## src/hw/rtl/narp_pkg.sv

```systemverilog
// shared types and constants for the notification attribute request parser
// no dependencies
package narp_pkg;

  // longest message; bytes_left above this is clamped
  localparam logic [12:0] MAX_MESSAGE_BYTES = 13'd4096;

  localparam logic [12:0] MIN_MSG_BYTES   = 13'd7;
  localparam logic [12:0] MIN_TOKEN_BYTES = 13'd3;
  localparam logic [7:0]  CMD_ACTION      = 8'd128;
  localparam logic [7:0]  ATTR_LEN_BYTE   = 8'd127;
  localparam logic [7:0]  ATTR_ID_A       = 8'd0;
  localparam logic [7:0]  ATTR_ID_B       = 8'd4;
  localparam logic [7:0]  ATTR_ID_C       = 8'd5;
  localparam logic [15:0] FIXED_MAX_LEN   = 16'd128;
  localparam logic [2:0]  HDR_LAST_IDX    = 3'd4;
  localparam logic [1:0]  SKIP_BYTES      = 2'd2;

  // record kinds
  localparam logic [2:0] KIND_HEADER = 3'd0;
  localparam logic [2:0] KIND_ACTION = 3'd1;
  localparam logic [2:0] KIND_ATTR   = 3'd2;
  localparam logic [2:0] KIND_ERROR  = 3'd3;
  localparam logic [2:0] KIND_END    = 3'd4;

  typedef enum logic [7:0] {
    PH_IDLE   = 8'b0000_0001,
    PH_HEADER = 8'b0000_0010,
    PH_ACTION = 8'b0000_0100,
    PH_TOKEN  = 8'b0000_1000,
    PH_LEN    = 8'b0001_0000,
    PH_LENHI  = 8'b0010_0000,
    PH_SKIP   = 8'b0100_0000,
    PH_DRAIN  = 8'b1000_0000
  } phase_t;

  typedef struct packed {
    phase_t       phase;
    logic [2:0]   hdr_idx;
    logic [7:0]   cmd;
    logic [31:0]  id_acc;
    logic [7:0]   pend_attr;
    logic [7:0]   len_lo;
    logic [1:0]   skip_cnt;
    logic         short_err;
  } parse_st_t;

  typedef struct packed {
    logic [2:0]         kind;
    logic [7:0]         cmd;
    logic signed [31:0] nid;
    logic [7:0]         act;
    logic [7:0]         aid;
    logic [15:0]        mlen;
    logic               done;
  } record_t;

endpackage

```

## src/hw/rtl/notification_attr_request_parser_top.sv

```systemverilog
// top level of the notification attribute request parser
// depends on narp_pkg and narp_step
//
//  channel | ports                                   | direction
//  --------+-----------------------------------------+----------
//  in      | in_valid, in_stall, in_data_byte,        | byte beats in
//          | in_bytes_left                           |
//  out     | out_valid, out_stall, out_record_kind,   | record beats out
//          | out_command, out_notification_id,        |
//          | out_action_id, out_attribute_id,         |
//          | out_max_length, out_done_res             |
//
// one byte beat per cycle sustained while out_stall is low; each byte
// waits in the input register and its record, if any, is loaded into the
// output register when the byte is parsed, which also raises out_valid
// rst_n is synchronous, active low; it empties both registers and puts
// the parser back to waiting for the first byte of a message
// out_stall holds the output register; the input register then holds
// and in_stall rises only while that input register is full and blocked
module notification_attr_request_parser_top (
  input  logic               clk,
  input  logic               rst_n,
  input  logic               in_valid,
  output logic               in_stall,
  input  logic [7:0]         in_data_byte,
  input  logic [12:0]        in_bytes_left,
  output logic               out_valid,
  input  logic               out_stall,
  output logic [2:0]         out_record_kind,
  output logic [7:0]         out_command,
  output logic signed [31:0] out_notification_id,
  output logic [7:0]         out_action_id,
  output logic [7:0]         out_attribute_id,
  output logic [15:0]        out_max_length,
  output logic               out_done_res
);
  import narp_pkg::*;

  // input register
  logic        s1_valid_r;
  logic [7:0]  s1_byte_r;
  logic [12:0] s1_bl_r;

  // parser state and output register
  parse_st_t   st_r;
  parse_st_t   st_nxt;
  logic        out_valid_r;
  record_t     out_rec_r;

  logic        step_emit;
  record_t     step_rec;
  logic        proc;      // byte in the input register is parsed this cycle
  logic        s1_last;

  // the output slot is free when empty or being drained this cycle
  assign proc     = s1_valid_r && (!out_valid_r || !out_stall);
  assign in_stall = s1_valid_r && !proc;
  assign s1_last  = (s1_bl_r <= 13'd1);

  narp_step u_step (
    .st_i         (st_r),
    .data_byte_i  (s1_byte_r),
    .bytes_left_i (s1_bl_r),
    .st_nxt       (st_nxt),
    .emit_o       (step_emit),
    .rec_o        (step_rec)
  );

  always_ff @(posedge clk) begin
    if (!rst_n) begin
      s1_valid_r <= 1'b0;
    end else if (!in_stall) begin
      s1_valid_r <= in_valid;
    end
  end

  // byte payload, loaded on accept
  always_ff @(posedge clk) begin
    if (in_valid && !in_stall) begin
      s1_byte_r <= in_data_byte;
      s1_bl_r   <= in_bytes_left;
    end
  end

  always_ff @(posedge clk) begin
    if (!rst_n) begin
      st_r <= '{phase: PH_IDLE, default: '0};
    end else if (proc) begin
      st_r <= st_nxt;
    end
  end

  always_ff @(posedge clk) begin
    if (!rst_n) begin
      out_valid_r <= 1'b0;
    end else if (proc) begin
      out_valid_r <= step_emit;
    end else if (!out_stall) begin
      out_valid_r <= 1'b0;
    end
  end

  always_ff @(posedge clk) begin
    if (proc && step_emit) begin
      out_rec_r <= step_rec;
    end
  end

  assign out_valid           = out_valid_r;
  assign out_record_kind     = out_rec_r.kind;
  assign out_command         = out_rec_r.cmd;
  assign out_notification_id = out_rec_r.nid;
  assign out_action_id       = out_rec_r.act;
  assign out_attribute_id    = out_rec_r.aid;
  assign out_max_length      = out_rec_r.mlen;
  assign out_done_res        = out_rec_r.done;

  // the last byte of a message always leaves the parser waiting for a new one
  a_last_to_idle: assert property (@(posedge clk) disable iff (!rst_n)
    proc && s1_last |=> st_r.phase == PH_IDLE)
    else $error("parser not idle after last byte");

  // the last byte always yields a record
  a_last_emits: assert property (@(posedge clk) disable iff (!rst_n)
    proc && s1_last |=> out_valid_r && out_rec_r.done)
    else $error("last byte gave no done record");

  // header byte counter stays within the four id bytes
  a_hdr_idx: assert property (@(posedge clk) disable iff (!rst_n)
    st_r.phase == PH_HEADER |-> st_r.hdr_idx >= 3'd1 && st_r.hdr_idx <= HDR_LAST_IDX)
    else $error("header index out of range");

  // a too-short error is only ever the final record
  a_err_done: assert property (@(posedge clk) disable iff (!rst_n)
    out_valid_r && out_rec_r.kind == KIND_ERROR |-> out_rec_r.done)
    else $error("error record without done");

endmodule

```

## src/hw/rtl/narp_step.sv

```systemverilog
// one parse step: next parser state and the record due for one byte
// depends on narp_pkg
module narp_step (
  input  narp_pkg::parse_st_t st_i,
  input  logic [7:0]          data_byte_i,
  input  logic [12:0]         bytes_left_i,
  output narp_pkg::parse_st_t st_nxt,
  output logic                emit_o,
  output narp_pkg::record_t   rec_o
);
  import narp_pkg::*;

  logic [12:0] bl_c;
  logic        last;
  logic [4:0]  lane_sh;
  logic [31:0] id_merged;
  logic        emit;
  record_t     rec;
  parse_st_t   st;
  logic [1:0]  skip_dec;

  always_comb begin
    bl_c      = (bytes_left_i > MAX_MESSAGE_BYTES) ? MAX_MESSAGE_BYTES : bytes_left_i;
    last      = (bl_c <= 13'd1);
    lane_sh   = {st_i.hdr_idx[1:0] - 2'd1, 3'b000};
    id_merged = st_i.id_acc | ({24'd0, data_byte_i} << lane_sh);
    skip_dec  = st_i.skip_cnt - 2'd1;

    st   = st_i;
    emit = 1'b0;
    rec  = '0;

    unique case (st_i.phase)
      PH_IDLE: begin
        st.id_acc = '0;
        if (bl_c < MIN_MSG_BYTES) begin
          st.cmd       = '0;
          st.short_err = 1'b1;
          st.phase     = PH_DRAIN;
        end else begin
          st.cmd     = data_byte_i;
          st.hdr_idx = 3'd1;
          st.phase   = PH_HEADER;
        end
      end
      PH_HEADER: begin
        st.id_acc = id_merged;
        if (st_i.hdr_idx >= HDR_LAST_IDX) begin
          emit        = 1'b1;
          rec.kind    = KIND_HEADER;
          rec.cmd     = st_i.cmd;
          rec.nid     = id_merged;
          st.hdr_idx  = '0;
          st.phase    = (st_i.cmd == CMD_ACTION) ? PH_ACTION : PH_TOKEN;
        end else begin
          st.hdr_idx = st_i.hdr_idx + 3'd1;
        end
      end
      PH_ACTION: begin
        emit     = 1'b1;
        rec.kind = KIND_ACTION;
        rec.act  = data_byte_i;
        st.phase = PH_DRAIN;
      end
      PH_TOKEN: begin
        if (bl_c < MIN_TOKEN_BYTES) begin
          st.phase = PH_DRAIN;
        end else if (data_byte_i == ATTR_ID_A || data_byte_i == ATTR_ID_B ||
                     data_byte_i == ATTR_ID_C) begin
          emit     = 1'b1;
          rec.kind = KIND_ATTR;
          rec.aid  = data_byte_i;
          rec.mlen = FIXED_MAX_LEN;
        end else begin
          st.pend_attr = data_byte_i;
          st.phase     = PH_LEN;
        end
      end
      PH_LEN: begin
        if (st_i.pend_attr == ATTR_LEN_BYTE) begin
          emit        = 1'b1;
          rec.kind    = KIND_ATTR;
          rec.aid     = ATTR_LEN_BYTE;
          rec.mlen    = {8'd0, data_byte_i};
          st.skip_cnt = SKIP_BYTES;
          st.phase    = PH_SKIP;
        end else begin
          st.len_lo = data_byte_i;
          st.phase  = PH_LENHI;
        end
      end
      PH_LENHI: begin
        emit     = 1'b1;
        rec.kind = KIND_ATTR;
        rec.aid  = st_i.pend_attr;
        rec.mlen = {data_byte_i, st_i.len_lo};
        st.phase = PH_TOKEN;
      end
      PH_SKIP: begin
        st.skip_cnt = skip_dec;
        if (skip_dec == 2'd0) begin
          st.phase = PH_TOKEN;
        end
      end
      PH_DRAIN: begin
        st = st_i;
      end
      default: begin
        st = st_i;
      end
    endcase

    // last byte closes the message whatever the phase
    // a one-byte short message sets the error flag on this same byte
    if (last) begin
      if (!emit) begin
        emit     = 1'b1;
        rec      = '0;
        rec.kind = st.short_err ? KIND_ERROR : KIND_END;
      end
      st       = '0;
      st.phase = PH_IDLE;
    end
    rec.done = last;

    st_nxt = st;
    emit_o = emit;
    rec_o  = rec;
  end

endmodule
```

## config.mk

```make
export PLATFORM = sky130hd
export DESIGN_NAME = notification_attr_request_parser_top
export DESIGN_NICKNAME = d
export VERILOG_FILES = /design/src/hw/rtl/narp_pkg.sv /design/src/hw/rtl/notification_attr_request_parser_top.sv /design/src/hw/rtl/narp_step.sv
export SDC_FILE = /design/constraint.sdc
export NUM_CORES = 1
export LEC_CHECK = 0
export ABC_CLOCK_PERIOD_IN_PS = 7100
export BUFFER_PORTS_ARGS = -buffer_cell sky130_fd_sc_hd__buf_4
export CAP_MARGIN = 20
export CORE_UTILIZATION = 56
export DETAILED_ROUTE_END_ITERATION = 8
export PLACE_DENSITY = 0.75
export SLEW_MARGIN = 20
export SYNTH_ARGS = -nofsm -noshare
export SYNTH_HDL_FRONTEND = slang
export SYNTH_SLANG_ARGS = --single-unit
```

## constraint.sdc

```tcl
create_clock -name clk -period 7.1 [get_ports clk]
set_clock_uncertainty 0.15 [all_clocks]
set_input_delay 0.355 -clock clk [delete_from_list [all_inputs] [get_ports clk]]
set_output_delay 0.355 -clock clk [all_outputs]
set_load 0.005 [all_outputs]
```

# Yosys cells after proc, flatten, opt, wreduce, memory -nomap -nowiden
# Cells that the tools add are included.
# totals
inputBits,25
output_inout_bits,78
elab_cells,123
ff_bits,169
# classes
add_sub_neg,3
n_eq_ne,20
order_cmp,5
n_mux,47
bitwise_logic,1
reduce_logical,27
shift,1
# ops
operator,n
$mux W76,2
$mux W8,13
$mux W40,2
$pmux W24 S3,1
$mux W70,1
$pmux W32 S2,1
$pmux W8 S7,1
$mux W24,2
$or A32 B32 Y32,1
$shl A8 B5 Y32,1
$eq A8 B3 Y1 const B,3
$mux W23,1
$eq A8 B7 Y1 const B,2
$pmux W3 S5,1
$gt A13 B13 Y1 const B,1
$le A13 B1 Y1 const B,1
$lt A13 B2 Y1 const B,1
$lt A13 B3 Y1 const B,1
$mux W13,1
$mux W3,4
$mux W1,9
$ne A3 B1 Y1 const B,3
$reduce_and A3 Y1,3
$eq A8 B1 Y1 const B,1
29 further kinds,47

# Logic depth before layout (Yosys ltp)
# logic_depth
depth_word,8
ltp_mapped,8
mapped_depth_nobuf,8

# Modules after synthesis
# From an unflattened synthesis, not the netlist that was laid out.
# hier_totals
hier_cells,795
area_unflattened_um2,8079.0
# by_module_without_submodules
module,cells_each,area_each_um2,instances,seq_area_each_um2
notification_attr_request_parser_top,411,5870.6,1,4354.2
narp_step,384,2208.4,1,0.0

# Worst setup path before layout
# OpenSTA, ideal clock, no wires.
# synth_path
path_type,register -> register
startpoint,reg s1_byte_r[6]
endpoint,"reg out_rec_r, in the netlist out_action_id[0] (enable)"
path_stages_with_launch,6
setup_ns,0.535
period_less_slack_ns,6.080
required_ns,6.415
setup_slack_ns,1.020
arrival_ns,5.394
n_path_buf,0
cell_sequence,edfxtp_1 > or4_4 > a2111oi_4 > o211a_4 > nor3_1 > a21oi_1
# synth_via
elab_chain_cells,8
elab_cells_between_ends,10
cone_classes,eq/ne: 2; mux: 4; reduce/logical: 4
# synth_lines
element,line_no,source
from (decl),notification_attr_request_parser_top.sv:41,logic [7:0] s1_byte_r;
from (signal assigned),notification_attr_request_parser_top.sv:80,s1_byte_r <= in_data_byte;
$eq A8 B3 Y1 or $logic_not A8 Y1 (tied branches),narp_step.sv:68,end else if (data_byte_i == ATTR_ID_A || data_byte_i == ATTR_ID_B ||
$logic_or A1 B1 Y1,narp_step.sv:68,
$logic_or A1 B1 Y1 (*),narp_step.sv:68,
$mux W1 (*),narp_step.sv:68,
$mux W1 (*),narp_step.sv:66,if (bl_c < MIN_TOKEN_BYTES) begin
$pmux W1 S4 (*),narp_step.sv:33,unique case (st_i.phase)
$mux W1 (*),narp_step.sv:115,if (last) begin
$logic_and A1 B1 Y1 (*),notification_attr_request_parser_top.sv:104,if (proc && step_emit) begin
to (signal assigned),notification_attr_request_parser_top.sv:105,out_rec_r <= step_rec;
to (decl),notification_attr_request_parser_top.sv:48,record_t out_rec_r;
# Mark *: on every way between the ends. The rest lies on a longest branch, timed or not.
# A chain may end at the register's enable or synchronous reset.

# Final worst setup path
# layout_path
startpoint,reg s1_byte_r[6]
endpoint,"reg out_rec_r, in the netlist out_max_length[10] (enable)"
# Same word-level chain as after synthesis.

==> flow_summary.ini <==
[floorplanning]
die_w_um = 111.6
coreArea_um2 = 11560
start_util = 0.5821
fp-row-count = 39
ioPinCount = 103
dieArea_um2 = 12460
die_h_um = 111.6

[synthesis]
synthDistinctLibCells = 54
synth_top_flop_cell = edfxtp_1
synth_top_area_cell = edfxtp_1
post_synth.cell_area_avg_um2 = 11.02
syn_nets = 639
synth-async-reset-ratio = 0
ys_ff_latch = 169
synth_edf_count = 97
synth_top_area_share = 0.4327
netlist_area_um2 = 6731
yosys-top-cells-area = edfxtp_1, dfxtp_1, a21oi_1
synth_cells = 611
ys.warnings.count = 0
ys_seq_area_frac = 0.6468

[sta]
fmax_mhz = 273.7
drv_slew = 0
relSlewSlack = 0.2774
fin_crit_ns = 3.654
worst_slack_ns = 3.446
tightestPinTransition_ns = 1.081
fin_tns_setup_ns = 0
fin_crit_sh = 0.5146
setup_viol = 0
rsz0062_at_grt = no
hold_viol_final = 0

[cells_and_area]
layout_commonest_cell = buf_4
syn_to_final_growth_pct = 23.96
fin_nets = 744
n_antenna_cell = 0
final_cell_mix = buf_4, nor2_1, edfxtp_1
drive_gt1_frac = 0.2112

[power]
netSwitchingPower_mw = 0.4597
vdd_ir_drop_max_mv = 0.1535
seq_power_share = 0.526
powerDensity_nw_per_um2 = 242.9
comb_power_share = 0.046
p_sw_frac = 0.2269
intPower_mw = 1.567
p_clk_frac = 0.428
power_mw = 2.026
p_leak_nw = 3.251

[worst_setup_path]
critPathKind = reg2reg
crit_fanout = 69
end_kind = flop
cp.arrival_ns = 3.55
crit_path_start_kind = flop
crit_required_ns = 7.00

[routing]
detail_route.wl_per_cell_um = 18.93
drc = 16
drt_wl_total_um = 16510
drtPass1Iterations = 7
num_vias = 5248
drt_iter0_markers = 633
ant_nets = 0
via_per_inst = 6.018

[hold_path]
hold_class = in2reg

[clocking]
cts_buffers = 17
clk_latency_ns = 0.43
cts_tree = built
cts_resized = 0
cts_sinks = 169
htreeDepth = 4
clk_path_buf_depth = 2
path_clk_slew_ns = 0.06
clockRootBuffer = clkbuf_16

[global_route]
grtUsageTotal = 0.2717
grt_pass1_vias = 4803
antenna_found_initial = 0
overflow = 0
grt_pass1_wl_um = 25780
grt_max_degree = 70

[placed_design]
dp_slack_ns = 3.468
gp_congestion = 0.9278
dp_hpwl_um = 10230
portBuffers = 102

[job]
cap_violations = 0

[status]
violations = design-rule violations
outcome = complete, but fails checks
## power groups by stage
stage | registers [mW] | logic [mW] | clock network [mW]
floorplan | 1.07 | 0.0625 | 0
global placement | 1.08 | 0.0793 | 0
detailed placement | 1.09 | 0.0801 | 0
CTS | 1.06 | 0.0902 | 0.871
global route | 1.07 | 0.101 | 0.916
finish | 1.07 | 0.0934 | 0.868
## stage by stage
step / hold WS [ns] / instance area, um2 / util / std cells
final: 0.1250 / 8344 / 0.7215 / 872
after CTS: 0.1237 / 8333 / 0.7205 / 872
after detailed placement: 0.2975 / 7559 / 0.6536 / 818
after global placement: 0.2884 / 7552 / 0.6530 / 818
after floorplan: 0.2821 / 6731 / - / 611
after global routing: 0.1438 / 8344 / 0.7215 / 872
## worst paths after layout
| path | startpoint | to | slack (ns) | depth (start not counted) |
|---|---|---|---|---|
| setup / recovery | s1_byte_r[6] | out_max_length[10] | 3.45 | 6 |
| hold reg to reg | st_r[5] | st_r[5] | 0.30 | 2 |
| setup reg to reg | s1_byte_r[6] | out_max_length[10] | 3.45 | 6 |
| hold / removal | out_stall | out_valid | 0.13 | 3 |
## flip-flops by register name, summed over array words and instances (netlist names), 8 cells and up
signal and flops:
out_action_id 8, out_attribute_id 8, out_command 8, out_max_length 16
out_notification_id 32, s1_bl_r 13, s1_byte_r 8, st_r 70
## synth_stat cells, drive strengths merged, types with 2 or more instances
| library cell | count |
|---|---|
| a21o | 5 |
| a21oi | 91 |
| a221o | 3 |
| a22o | 7 |
| a22oi | 8 |
| a31oi | 2 |
| and2 | 19 |
| and3 | 12 |
| and4 | 2 |
| buf | 7 |
| clkbuf | 33 |
| dfxtp | 72 |
| edfxtp | 97 |
| ha | 3 |
| inv | 9 |
| mux2i | 3 |
| nand2 | 29 |
| nand2b | 14 |
| nand3 | 24 |
| nand3b | 2 |
| nand4 | 6 |
| nand4b | 3 |
| nor2 | 97 |
| nor2b | 4 |
| nor3 | 12 |
| nor3b | 3 |
| nor4 | 10 |
| o21ai | 10 |
| o21bai | 2 |
| o31ai | 5 |
| or3 | 2 |
| xor2 | 2 |
## cell families after synthesis
family,share of synthesized area
DFF,0.6468
AOI/OAI and AO/OA,0.1309
and+or+nand+nor,0.1805
xor gates and xnor gates,0.002603
muxes,0.004461
buffers and inverters,0.02918
adders and majority gates,0.005577
## metal layers
metal | global-route usage | routed length, um | up-vias
met5 | 0 | 0 | -
li1 | - | - | 2408
met1 | 0.3800 | 6994 | 2516
met4 | 0.1063 | 394 | 0
met2 | 0.4228 | 7763 | 285
met3 | 0.05008 | 1355 | 39
## layout make-up
cell class	instances	area (um2)
sequential	169	4354
tap	143	178.9
timing repair buffer	126	1001
clock inverter	13	121.4
clock buffer	19	432.9
multi-input combinational	393	2222
inverter	9	33.78
fill	793	3221
## worst max-delay path, stage by stage, from the launching register on
cell	delay, ns
edfxtp_1	0.62
or4_4	0.63
a2111oi_4	0.37
o211a_4	0.29
nor3_1	0.11
a21oi_4	0.32
buf_4	0.71
## timing repair
item / 4_1_cts / 5_1_grt
setup buffers: 0 / 0
hold buffers: 22 / 0
endpoints found under the hold margin: 22 / 0
No activity file was read; power rests on OpenSTA's default activity.
